**src/hdl/zero_tile_flag_compactor_core_assert.svh**
```systemverilog
// Assertion macros used by the compactor's drain module.
// ZTFC_ASSERT_NOW : consequent must hold in the same cycle as the antecedent.
// ZTFC_ASSERT_NEXT: consequent must hold one cycle after the antecedent.
`ifndef ZERO_TILE_FLAG_COMPACTOR_CORE_ASSERT_SVH
`define ZERO_TILE_FLAG_COMPACTOR_CORE_ASSERT_SVH
`ifndef NO_ASSERTIONS
`define ZTFC_ASSERT_NOW(label, clk, rst, ante, cons, msg) \
   label: assert property (@(posedge clk) disable iff (rst) (ante) |-> (cons)) else $error(msg);
`define ZTFC_ASSERT_NEXT(label, clk, rst, ante, cons, msg) \
   label: assert property (@(posedge clk) disable iff (rst) (ante) |=> (cons)) else $error(msg);
`else
`define ZTFC_ASSERT_NOW(label, clk, rst, ante, cons, msg)
`define ZTFC_ASSERT_NEXT(label, clk, rst, ante, cons, msg)
`endif
`endif

```
**src/hdl/ztfc_pkg.sv**
```systemverilog
package ztfc_pkg;

   // tile geometry
   localparam int TILE_ROWS  = 16;
   localparam int TILE_COLS  = 4;
   localparam int TILE_WORDS = TILE_ROWS * TILE_COLS;
   localparam int POS_W      = (TILE_WORDS > 1) ? $clog2(TILE_WORDS) : 1;
   localparam int ADDR_W     = POS_W + 1;          // bank bit on top of position
   localparam int MEM_DEPTH  = 2 ** ADDR_W;

   localparam int WORD_W     = 32;
   localparam int TILES_W    = 16;
   localparam int CSR_IDX_W  = 2;
   localparam int USER_W     = 2;

   localparam logic [POS_W-1:0] LAST_POS = POS_W'(TILE_WORDS - 1);

   // configuration register indexes
   typedef enum logic [CSR_IDX_W-1:0] {
      CSR_COMPACT_MODE    = 2'd0,
      CSR_FLAG_WORD       = 2'd1,
      CSR_TILES_IN_MATRIX = 2'd2
   } csr_index_type;

   // tile store ports
   typedef struct packed {
      logic              en;
      logic [ADDR_W-1:0] addr;
      logic [WORD_W-1:0] data;
   } ram_wr_type;

   typedef struct packed {
      logic              en;
      logic [ADDR_W-1:0] addr;
   } ram_rd_type;

   // what the drain needs to know about a finished tile
   typedef struct packed {
      logic              bank;
      logic              zero_tile;
      logic              compact;
      logic [WORD_W-1:0] flag;
      logic              matrix_end;
   } tile_meta_type;

endpackage

```
**src/hdl/ztfc_tile_store.sv**
```systemverilog
module ztfc_tile_store (
   input  logic                          clock,
   input  ztfc_pkg::ram_wr_type          wr,
   input  ztfc_pkg::ram_rd_type          rd,
   output logic [ztfc_pkg::WORD_W-1:0]   rdata
);

   // two tile banks, one write port, one registered read port
   logic [ztfc_pkg::WORD_W-1:0] tile_mem_ff [ztfc_pkg::MEM_DEPTH];
   logic [ztfc_pkg::WORD_W-1:0] rdata_ff;

   always_ff @(posedge clock) begin
      if (wr.en) begin
         tile_mem_ff[wr.addr] <= wr.data;
      end
   end

   // read data holds while no read is issued
   always_ff @(posedge clock) begin
      if (rd.en) begin
         rdata_ff <= tile_mem_ff[rd.addr];
      end
   end

   assign rdata = rdata_ff;

endmodule

```
**src/hdl/ztfc_drain.sv**
```systemverilog
`include "zero_tile_flag_compactor_core_assert.svh"

module ztfc_drain (
   input  logic                              clock,
   input  logic                              reset,
   input  logic                              start,
   input  ztfc_pkg::tile_meta_type           meta,
   output logic                              busy,
   output ztfc_pkg::ram_rd_type              rd,
   input  logic [ztfc_pkg::WORD_W-1:0]       rdata,
   output logic                              rsp_tvalid,
   input  logic                              rsp_tready,
   output logic [ztfc_pkg::WORD_W-1:0]       rsp_tdata,  // [31:0] out_word
   output logic [ztfc_pkg::USER_W-1:0]       rsp_tuser,  // [0] is_marker, [1] matrix_end
   output logic                              rsp_tlast   // tile_end
);

   ztfc_pkg::tile_meta_type     meta_ff, meta_in;
   logic                        active_ff, active_in;
   logic [ztfc_pkg::POS_W-1:0]  rd_idx_ff, rd_idx_in;
   logic                        pend_ff, pend_in;
   logic [ztfc_pkg::POS_W-1:0]  pend_idx_ff, pend_idx_in;
   logic                        rsp_valid_ff, rsp_valid_in;
   logic [ztfc_pkg::WORD_W-1:0] rsp_data_ff, rsp_data_in;
   logic                        rsp_marker_ff, rsp_marker_in;
   logic                        rsp_last_ff, rsp_last_in;
   logic                        rsp_mend_ff, rsp_mend_in;

   logic out_free;
   logic load;
   logic issue;
   logic pend_sub;
   logic pend_last;

   // read pipeline: issue -> memory data register -> output word
   assign out_free  = !rsp_valid_ff || rsp_tready;
   assign load      = pend_ff && out_free;
   assign issue     = active_ff && (!pend_ff || load);
   assign pend_sub  = meta_ff.zero_tile && (pend_idx_ff == '0);
   assign pend_last = (pend_idx_ff == ztfc_pkg::LAST_POS);
   assign busy      = active_ff || pend_ff || rsp_valid_ff;

   assign rd.en   = issue;
   assign rd.addr = {meta_ff.bank, rd_idx_ff};

   always_comb begin
      meta_in       = meta_ff;
      active_in     = active_ff;
      rd_idx_in     = rd_idx_ff;
      pend_in       = pend_ff;
      pend_idx_in   = pend_idx_ff;
      rsp_valid_in  = rsp_valid_ff;
      rsp_data_in   = rsp_data_ff;
      rsp_marker_in = rsp_marker_ff;
      rsp_last_in   = rsp_last_ff;
      rsp_mend_in   = rsp_mend_ff;

      // read side
      if (issue) begin
         rd_idx_in   = rd_idx_ff + 1'b1;
         pend_idx_in = rd_idx_ff;
         if (rd_idx_ff == ztfc_pkg::LAST_POS) begin
            active_in = 1'b0;
         end
      end
      if (issue) begin
         pend_in = 1'b1;
      end else if (load) begin
         pend_in = 1'b0;
      end

      // output word
      if (load) begin
         rsp_valid_in  = 1'b1;
         rsp_data_in   = pend_sub ? meta_ff.flag : rdata;
         rsp_marker_in = pend_sub;
         rsp_last_in   = pend_last;
         rsp_mend_in   = pend_last && meta_ff.matrix_end;
      end else if (rsp_tready) begin
         rsp_valid_in = 1'b0;
      end

      // new tile; only taken while idle
      if (start) begin
         meta_in = meta;
         if (meta.zero_tile && meta.compact) begin
            rsp_valid_in  = 1'b1;
            rsp_data_in   = meta.flag;
            rsp_marker_in = 1'b1;
            rsp_last_in   = 1'b1;
            rsp_mend_in   = meta.matrix_end;
         end else begin
            active_in = 1'b1;
            rd_idx_in = '0;
         end
      end
   end

   // control
   always_ff @(posedge clock) begin
      if (reset) begin
         active_ff    <= 1'b0;
         pend_ff      <= 1'b0;
         rsp_valid_ff <= 1'b0;
      end else begin
         active_ff    <= active_in;
         pend_ff      <= pend_in;
         rsp_valid_ff <= rsp_valid_in;
      end
   end

   // payload
   always_ff @(posedge clock) begin
      meta_ff       <= meta_in;
      rd_idx_ff     <= rd_idx_in;
      pend_idx_ff   <= pend_idx_in;
      rsp_data_ff   <= rsp_data_in;
      rsp_marker_ff <= rsp_marker_in;
      rsp_last_ff   <= rsp_last_in;
      rsp_mend_ff   <= rsp_mend_in;
   end

   assign rsp_tvalid = rsp_valid_ff;
   assign rsp_tdata  = rsp_data_ff;
   assign rsp_tuser  = {rsp_mend_ff, rsp_marker_ff};
   assign rsp_tlast  = rsp_last_ff;

   `ZTFC_ASSERT_NOW(a_start_when_idle, clock, reset, start, !busy, "tile handed over while drain busy")
   `ZTFC_ASSERT_NEXT(a_pend_holds, clock, reset, pend_ff && !load, pend_ff && $stable(pend_idx_ff), "pending read word lost under stall")
   `ZTFC_ASSERT_NEXT(a_compact_flag, clock, reset, start && meta.zero_tile && meta.compact, rsp_valid_ff && rsp_marker_ff && rsp_last_ff && !active_ff, "compact zero tile not sent as a single flag word")

endmodule

```
**src/hdl/zero_tile_flag_compactor_core.sv**
```systemverilog
// Zero-tile flag compactor. Weight words arrive on req_ one per cycle in tile order
// (TILE_ROWS x TILE_COLS words per tile, row-major) and are written into one bank of a
// double-banked tile store while the block tracks whether any word is nonzero. On a tile's
// last word the tile is handed to the drain: in compact mode an all-zero tile leaves as a
// single flag word, otherwise all TILE_WORDS words leave in order, the first replaced by the
// flag word for an all-zero tile (in-place mode). rsp_tlast marks each tile's last word,
// rsp_tuser[1] the last word of the matrix, rsp_tuser[0] a substituted flag word. Words
// within a tile are taken at one per cycle; the last word of a tile is held back until the
// previous tile has fully left the output register. A whole tile drains at one word per
// cycle through the store's single read port while the output is not stalled.
// Configuration writes on csr_ are registered; mode, flag and tile count are sampled on a
// tile's last word.
module zero_tile_flag_compactor_core (
   input  logic                               clock,
   input  logic                               reset,
   input  logic                               req_tvalid,
   output logic                               req_tready,
   input  logic [ztfc_pkg::WORD_W-1:0]        req_tdata,   // [31:0] weight_word
   output logic                               rsp_tvalid,
   input  logic                               rsp_tready,
   output logic [ztfc_pkg::WORD_W-1:0]        rsp_tdata,   // [31:0] out_word
   output logic [ztfc_pkg::USER_W-1:0]        rsp_tuser,   // [0] is_marker, [1] matrix_end
   output logic                               rsp_tlast,   // tile_end
   input  logic                               csr_we,
   input  logic [ztfc_pkg::CSR_IDX_W-1:0]     csr_index,
   input  logic [ztfc_pkg::WORD_W-1:0]        csr_wdata
);

   logic                         compact_ff, compact_in;
   logic [ztfc_pkg::WORD_W-1:0]  flag_ff, flag_in;
   logic [ztfc_pkg::TILES_W-1:0] tiles_ff, tiles_in;
   logic [ztfc_pkg::POS_W-1:0]   wpos_ff, wpos_in;
   logic                         nonzero_ff, nonzero_in;
   logic [ztfc_pkg::TILES_W-1:0] tile_pos_ff, tile_pos_in;
   logic                         wbank_ff, wbank_in;

   logic                         accept;
   logic                         last_word;
   logic                         drain_busy;
   logic                         start;
   logic [ztfc_pkg::TILES_W-1:0] last_tile;
   logic                         mend;
   ztfc_pkg::tile_meta_type      meta;
   ztfc_pkg::ram_wr_type         wr;
   ztfc_pkg::ram_rd_type         rd;
   logic [ztfc_pkg::WORD_W-1:0]  rdata;

   // input side
   assign last_word  = (wpos_ff == ztfc_pkg::LAST_POS);
   assign req_tready = !(last_word && drain_busy);
   assign accept     = req_tvalid && req_tready;
   assign start      = accept && last_word;

   // a tile count of zero behaves as one
   assign last_tile = (tiles_ff == '0) ? '0 : tiles_ff - 1'b1;
   assign mend      = (tile_pos_ff >= last_tile);

   assign wr.en   = accept;
   assign wr.addr = {wbank_ff, wpos_ff};
   assign wr.data = req_tdata;

   assign meta.bank       = wbank_ff;
   assign meta.zero_tile  = !nonzero_ff && (req_tdata == '0);
   assign meta.compact    = compact_ff;
   assign meta.flag       = flag_ff;
   assign meta.matrix_end = mend;

   always_comb begin
      compact_in  = compact_ff;
      flag_in     = flag_ff;
      tiles_in    = tiles_ff;
      wpos_in     = wpos_ff;
      nonzero_in  = nonzero_ff;
      tile_pos_in = tile_pos_ff;
      wbank_in    = wbank_ff;

      // register writes
      if (csr_we) begin
         case (ztfc_pkg::csr_index_type'(csr_index))
            ztfc_pkg::CSR_COMPACT_MODE:    compact_in = csr_wdata[0];
            ztfc_pkg::CSR_FLAG_WORD:       flag_in    = csr_wdata;
            ztfc_pkg::CSR_TILES_IN_MATRIX: tiles_in   = csr_wdata[ztfc_pkg::TILES_W-1:0];
            default: ;
         endcase
      end

      // word and tile counting
      if (accept) begin
         if (last_word) begin
            wpos_in     = '0;
            nonzero_in  = 1'b0;
            wbank_in    = !wbank_ff;
            tile_pos_in = mend ? '0 : tile_pos_ff + 1'b1;
         end else begin
            wpos_in    = wpos_ff + 1'b1;
            nonzero_in = nonzero_ff || (req_tdata != '0);
         end
      end
   end

   always_ff @(posedge clock) begin
      if (reset) begin
         compact_ff  <= 1'b1;
         flag_ff     <= '0;
         tiles_ff    <= ztfc_pkg::TILES_W'(1);
         wpos_ff     <= '0;
         nonzero_ff  <= 1'b0;
         tile_pos_ff <= '0;
         wbank_ff    <= 1'b0;
      end else begin
         compact_ff  <= compact_in;
         flag_ff     <= flag_in;
         tiles_ff    <= tiles_in;
         wpos_ff     <= wpos_in;
         nonzero_ff  <= nonzero_in;
         tile_pos_ff <= tile_pos_in;
         wbank_ff    <= wbank_in;
      end
   end

   ztfc_tile_store u_store (
      .clock (clock),
      .wr    (wr),
      .rd    (rd),
      .rdata (rdata)
   );

   ztfc_drain u_drain (
      .clock      (clock),
      .reset      (reset),
      .start      (start),
      .meta       (meta),
      .busy       (drain_busy),
      .rd         (rd),
      .rdata      (rdata),
      .rsp_tvalid (rsp_tvalid),
      .rsp_tready (rsp_tready),
      .rsp_tdata  (rsp_tdata),
      .rsp_tuser  (rsp_tuser),
      .rsp_tlast  (rsp_tlast)
   );

endmodule
```
**config.mk**
```make
export PLATFORM = sky130hd
export DESIGN_NAME = zero_tile_flag_compactor_core
export DESIGN_NICKNAME = d
export VERILOG_FILES = /design/src/hdl/ztfc_pkg.sv /design/src/hdl/ztfc_tile_store.sv /design/src/hdl/ztfc_drain.sv /design/src/hdl/zero_tile_flag_compactor_core.sv
export VERILOG_INCLUDE_DIRS = /design/src /design/src/hdl
export SDC_FILE = /design/constraint.sdc
export NUM_CORES = 2
export LEC_CHECK = 0
export BUFFER_PORTS_ARGS = -buffer_cell sky130_fd_sc_hd__buf_2
export CAP_MARGIN = 10
export CORE_MARGIN = 10
export CORE_UTILIZATION = 55
export DETAILED_ROUTE_END_ITERATION = 10
export GPL_TIMING_DRIVEN = 0
export PLACE_DENSITY = 0.71
export SLEW_MARGIN = 10
export SYNTH_ARGS = -nofsm -noshare
export SYNTH_HDL_FRONTEND = slang
export SYNTH_SLANG_ARGS = --single-unit
```
**constraint.sdc**
```tcl
create_clock -name clock -period 5.83 [get_ports clock]
set_clock_uncertainty 0.2 [all_clocks]
set_input_delay 0.583 -clock clock [delete_from_list [all_inputs] [get_ports clock]]
set_output_delay 0.583 -clock clock [all_outputs]
set_load 0.1 [all_outputs]
```
==> flow_results.xml <==
<?xml version="1.0" encoding="UTF-8"?>
<metrics>
  <group name="global_routing">
    <metric name="globalRouteOverflowTotal" unit="">0</metric>
    <metric name="globalRouteTotalUtil" unit="">0.3603</metric>
    <metric name="grt_antenna_before_repair" unit="">48</metric>
    <metric name="first_pass_grt_wire_length" unit="mm">766.8</metric>
    <metric name="pin_count_of_the_biggest_net_entering_global_routing" unit="">102</metric>
    <metric name="grt_pass1_vias" unit="">86560</metric>
  </group>
  <group name="sta">
    <metric name="timing.final.setup_violations" unit="">14</metric>
    <metric name="unrepaired_setup_endpoints_after_global_routing" unit="">false</metric>
    <metric name="worst_hold_slack" unit="ns">0.2309</metric>
    <metric name="worst_pin_slew" unit="ns">1.598</metric>
    <metric name="final_critical_path_setup_slack" unit="ns">-0.3455</metric>
    <metric name="hold_viol_final" unit="">0</metric>
    <metric name="min_period" unit="ns">6.176</metric>
    <metric name="timing.max_slew.rel_slack" unit="">-0.06549</metric>
    <metric name="finalMaxSlewViolations" unit="">52</metric>
    <metric name="setup-tns-final" unit="ns">-2.625</metric>
    <metric name="ratio_of_final_minimum_period_to_clock_period" unit="">1.059</metric>
    <metric name="max_freq" unit="MHz">161.9</metric>
  </group>
  <group name="synthesis">
    <metric name="synth_top_flop_cell" unit="">sky130_fd_sc_hd__edfxtp_1</metric>
    <metric name="synth_top_cells_by_area" unit="">sky130_fd_sc_hd__edfxtp_1, sky130_fd_sc_hd__mux4_2, sky130_fd_sc_hd__mux2i_1</metric>
    <metric name="post_synth_xor_area_fraction" unit="">0.001933</metric>
    <metric name="syn_area_per_cell" unit="µm²">21.99</metric>
    <metric name="synth_top_family_by_area" unit="">multiplexers</metric>
    <metric name="synth.cell_area" unit="µm²">163100</metric>
    <metric name="synth-seq-area-share" unit="">0.7818</metric>
    <metric name="synth_top_area_share" unit="">0.7674</metric>
    <metric name="ys_warn_count" unit="">0</metric>
    <metric name="synth_enable_flop_cells" unit="">4169</metric>
    <metric name="number_of_unique_standard_cell_types_used_by_synthesis" unit="">64</metric>
    <metric name="ys_seq_elements" unit="">4286</metric>
    <metric name="mappedNetlistNets" unit="">7511</metric>
    <metric name="muxShareOfSynthArea" unit="">0.1570</metric>
    <metric name="synth_async_sr_flop_share" unit="">0</metric>
    <metric name="synth_largest_area_cell" unit="">sky130_fd_sc_hd__edfxtp_1</metric>
    <metric name="synth-compound-area-share" unit="">0.02738</metric>
    <metric name="syn_inst" unit="">7419</metric>
    <metric name="synth_simple_gate_area_share" unit="">0.01812</metric>
    <metric name="post_synth_fa_ha_maj_area_fraction" unit="">0.001611</metric>
  </group>
  <group name="final_layout">
    <metric name="fraction_of_final_layout_cells_with_drive_strength_greater_than_1" unit="">0.2716</metric>
    <metric name="syn2layout_area_growth" unit="%">16.27</metric>
    <metric name="layoutNonFillerInstCount" unit="">12560</metric>
    <metric name="num-nets-final" unit="">8350</metric>
    <metric name="layout.area.seq" unit="µm²">127500</metric>
    <metric name="multi_input_comb_area" unit="µm²">34780</metric>
    <metric name="fillcell_total" unit="">18730</metric>
    <metric name="layout_common_cells" unit="">sky130_fd_sc_hd__edfxtp_1, sky130_fd_sc_hd__mux4_2, sky130_fd_sc_hd__clkbuf_16</metric>
    <metric name="mostFrequentLayoutCell" unit="">sky130_fd_sc_hd__edfxtp_1</metric>
  </group>
  <group name="job">
    <metric name="drv.max_cap_violation_count" unit="">10</metric>
  </group>
  <group name="clock_tree">
    <metric name="number_of_clock_sinks" unit="">4286</metric>
    <metric name="cts_root_buf" unit="">sky130_fd_sc_hd__clkbuf_16</metric>
    <metric name="worstSkewPairLatency" unit="ns">1.04</metric>
    <metric name="tritoncts" unit="">yes</metric>
    <metric name="numCtsBuffers" unit="">417</metric>
    <metric name="clock_path_buffers" unit="">4</metric>
    <metric name="htree_num_levels" unit="">5</metric>
    <metric name="worst_setup_hold_path_clk_slew" unit="ns">0.07</metric>
  </group>
  <group name="floorplanning">
    <metric name="io_pins" unit="">108</metric>
    <metric name="placeableCoreArea" unit="µm²">294600</metric>
    <metric name="die_w" unit="µm">564.6</metric>
    <metric name="num_rows" unit="">199</metric>
    <metric name="fp.dieArea" unit="µm²">318800</metric>
    <metric name="die_h" unit="µm">564.6</metric>
    <metric name="initial_utilization" unit="">0.5538</metric>
  </group>
  <group name="detailed_routing">
    <metric name="drt-pass1-iter-count" unit="">9</metric>
    <metric name="drt-wirelength-per-cell" unit="µm">46.36</metric>
    <metric name="vias" unit="">92060</metric>
    <metric name="routed_via_density" unit="">7.333</metric>
    <metric name="detail_route.wirelength" unit="mm">582.1</metric>
    <metric name="detail-route-antenna-nets" unit="">0</metric>
    <metric name="drt_iter0_drc" unit="">19490</metric>
    <metric name="drcViolationCount" unit="">0</metric>
  </group>
  <group name="placement">
    <metric name="portBuffers" unit="">106</metric>
    <metric name="gp_routability_congestion" unit="">1.050</metric>
    <metric name="hpwl_after_detailed_placement" unit="mm">396.4</metric>
    <metric name="pre_cts_worst_setup_slack" unit="ns">-0.09528</metric>
    <metric name="place_inst" unit="">11680</metric>
  </group>
  <group name="power">
    <metric name="power.clock.fraction" unit="">0.438</metric>
    <metric name="power_leakage" unit="nW">58.93</metric>
    <metric name="power_switching_share" unit="">0.2048</metric>
    <metric name="power_per_cell_area" unit="nW/µm²">325.6</metric>
    <metric name="total_power_consumption_of_the_routed_design" unit="mW">61.76</metric>
    <metric name="seq_power_share" unit="">0.548</metric>
    <metric name="p_int" unit="mW">49.11</metric>
    <metric name="fraction_of_power_consumed_by_combinational_cells" unit="">0.015</metric>
    <metric name="peak_supply_drop" unit="mV">0.2987</metric>
    <metric name="net-switching-power" unit="mW">12.65</metric>
  </group>
  <group name="critical_path">
    <metric name="critPathCaptureType" unit="">flop</metric>
    <metric name="largest_fanout_of_any_net_on_the_critical_path" unit="">10</metric>
    <metric name="timing.setup.critical_path_class" unit="">reg -&gt; reg</metric>
    <metric name="timing.critical_path.required" unit="ns">6.30</metric>
    <metric name="crit_arrival" unit="ns">6.65</metric>
    <metric name="startpoint_type" unit="">flop</metric>
  </group>
  <group name="hold_path">
    <metric name="hold_path.class" unit="">in -&gt; reg</metric>
  </group>
  <group name="run_status">
    <metric name="failed_checks" unit="">capacitance limit, slew limit, setup timing</metric>
    <metric name="run_status" unit="">finished with violations</metric>
  </group>
</metrics>
==> per-stage QoR <==
stage	cell area [µm²]	util
CTS	189400	0.6431
global placement	168600	0.5723
global route	189600	0.6437
finish	189700	0.6439
floorplan	163100	-
detailed placement	175200	0.5947
==> sequential cells by signal, summed over array words and instances (netlist names) <==
name and count:
nonzero_ff 1, u_drain.rsp_tlast 1, u_drain.rsp_mend_ff 1, tiles_ff 16
u_drain.rd 1, wpos_ff 6, u_drain.pend_idx_ff 6, tile_pos_ff 16
u_drain.rsp_marker_ff 1, u_drain.rsp_tdata 32, u_drain.rd_idx_ff 6, compact_ff 1
u_drain.meta_ff 34, flag_ff 32, u_store.rdata 32, wbank_ff 1
u_store.tile_mem_ff 4096, u_drain.rsp_tvalid 1, u_drain.pend_ff 1, u_drain.active_ff 1
==> power by group through the flow <==
stage          Clock [mW]  Sequential [mW]  Combinational (mW)
3_5_place_dp            0             34.5               0.822
5_1_grt              28.2             33.8               0.912
6_report             27.0             33.8               0.896
3_3_place_gp            0             34.5               0.666
4_1_cts              26.9             33.8               0.861
2_1_floorplan           0             34.5              0.0929
==> metal layers <==
layer	routed length, µm	global-route usage
met1	181500	0.4437
met2	241700	0.4964
met3	104700	0.1800
met4	52940	0.2494
met5	1254	0.02262
==> cell usage after synthesis (9+ instances only) <==
cell,number
sky130_fd_sc_hd__mux4_2,1000
sky130_fd_sc_hd__nand3_1,23
sky130_fd_sc_hd__nor2_1,254
sky130_fd_sc_hd__dfxtp_1,117
sky130_fd_sc_hd__xor2_1,18
sky130_fd_sc_hd__buf_1,66
sky130_fd_sc_hd__edfxtp_1,4169
sky130_fd_sc_hd__mux2i_1,273
sky130_fd_sc_hd__buf_2,93
sky130_fd_sc_hd__a22o_1,18
sky130_fd_sc_hd__o22ai_1,103
sky130_fd_sc_hd__a221oi_1,21
sky130_fd_sc_hd__clkbuf_1,190
sky130_fd_sc_hd__buf_6,17
sky130_fd_sc_hd__nand4_1,12
sky130_fd_sc_hd__o21ai_1,14
sky130_fd_sc_hd__o21ai_0,11
sky130_fd_sc_hd__ha_1,21
sky130_fd_sc_hd__nand2_1,211
sky130_fd_sc_hd__mux2_2,32
sky130_fd_sc_hd__a22oi_1,191
sky130_fd_sc_hd__nor4_1,53
sky130_fd_sc_hd__a21oi_1,220
sky130_fd_sc_hd__a211oi_1,14
sky130_fd_sc_hd__nor2b_1,13
sky130_fd_sc_hd__a31oi_1,18
sky130_fd_sc_hd__o211ai_1,39
sky130_fd_sc_hd__buf_4,43
sky130_fd_sc_hd__nor3_1,51
sky130_fd_sc_hd__xnor2_1,18
sky130_fd_sc_hd__o32ai_1,9
sky130_fd_sc_hd__a21o_1,9
==> worst max-delay path, cell delays in order (launching register included) <==
cell and delay, ns:
sky130_fd_sc_hd__dfxtp_1 0.37, sky130_fd_sc_hd__buf_2 0.28, sky130_fd_sc_hd__inv_2 0.34, sky130_fd_sc_hd__nor2_1 0.50
sky130_fd_sc_hd__clkbuf_1 0.88, sky130_fd_sc_hd__clkbuf_1 1.04, sky130_fd_sc_hd__a22oi_1 0.31, sky130_fd_sc_hd__a21oi_1 1.11
sky130_fd_sc_hd__nor4_1 0.08, sky130_fd_sc_hd__nor2_1 0.72
==> worst paths after layout <==
check / end / startpoint / slack [ns] / cells past startpoint
worst max-delay path: u_store.rdata[28]$_DFFE_PP_ / u_drain.rd_idx_ff[1]$_DFF_P_ / -0.35 / 9
worst max register to register: u_store.rdata[28]$_DFFE_PP_ / u_drain.rd_idx_ff[1]$_DFF_P_ / -0.35 / 9
worst min-delay path: flag_ff[20]$_SDFFE_PP0P_ / csr_wdata[20] / 0.23 / 4
worst min register to register: u_drain.rd[6]$_DFFE_PP_ / wbank_ff$_SDFFE_PP0P_ / 0.23 / 0
==> cell type report <==
type / count / share of cell area
Antenna cell: 34 / 0.0004486
Buffer: 409 / 0.01059
Clock buffer: 506 / 0.05755
Clock inverter: 257 / 0.01382
Inverter: 12 / 0.0002375
Multi-Input combinational cell: 2712 / 0.1833
Sequential cell: 4286 / 0.6724
Tap cell: 3919 / 0.02585
Timing Repair Buffer: 420 / 0.03579
==> cells by family after synthesis <==
group | count (synthesis)
buffers and inverters | 421
and+or+nand+nor | 665
muxes | 1305
AOI/OAI and AO/OA | 685
adders and majority gates | 21
xor gates and xnor gates | 36
DFF | 4286
==> repair_timing <==
action / in CTS / in global routing
hold buffers: 72 / 0
pin swaps: 0 / 0
resized for setup: 2 / 3
cloned: 0 / 0
setup buffers: 0 / 0
endpoints found under the setup margin: 2 / 2
hold endpoints to repair: 1586 / 0
Note: power is estimated with default switching activity, not from simulation.
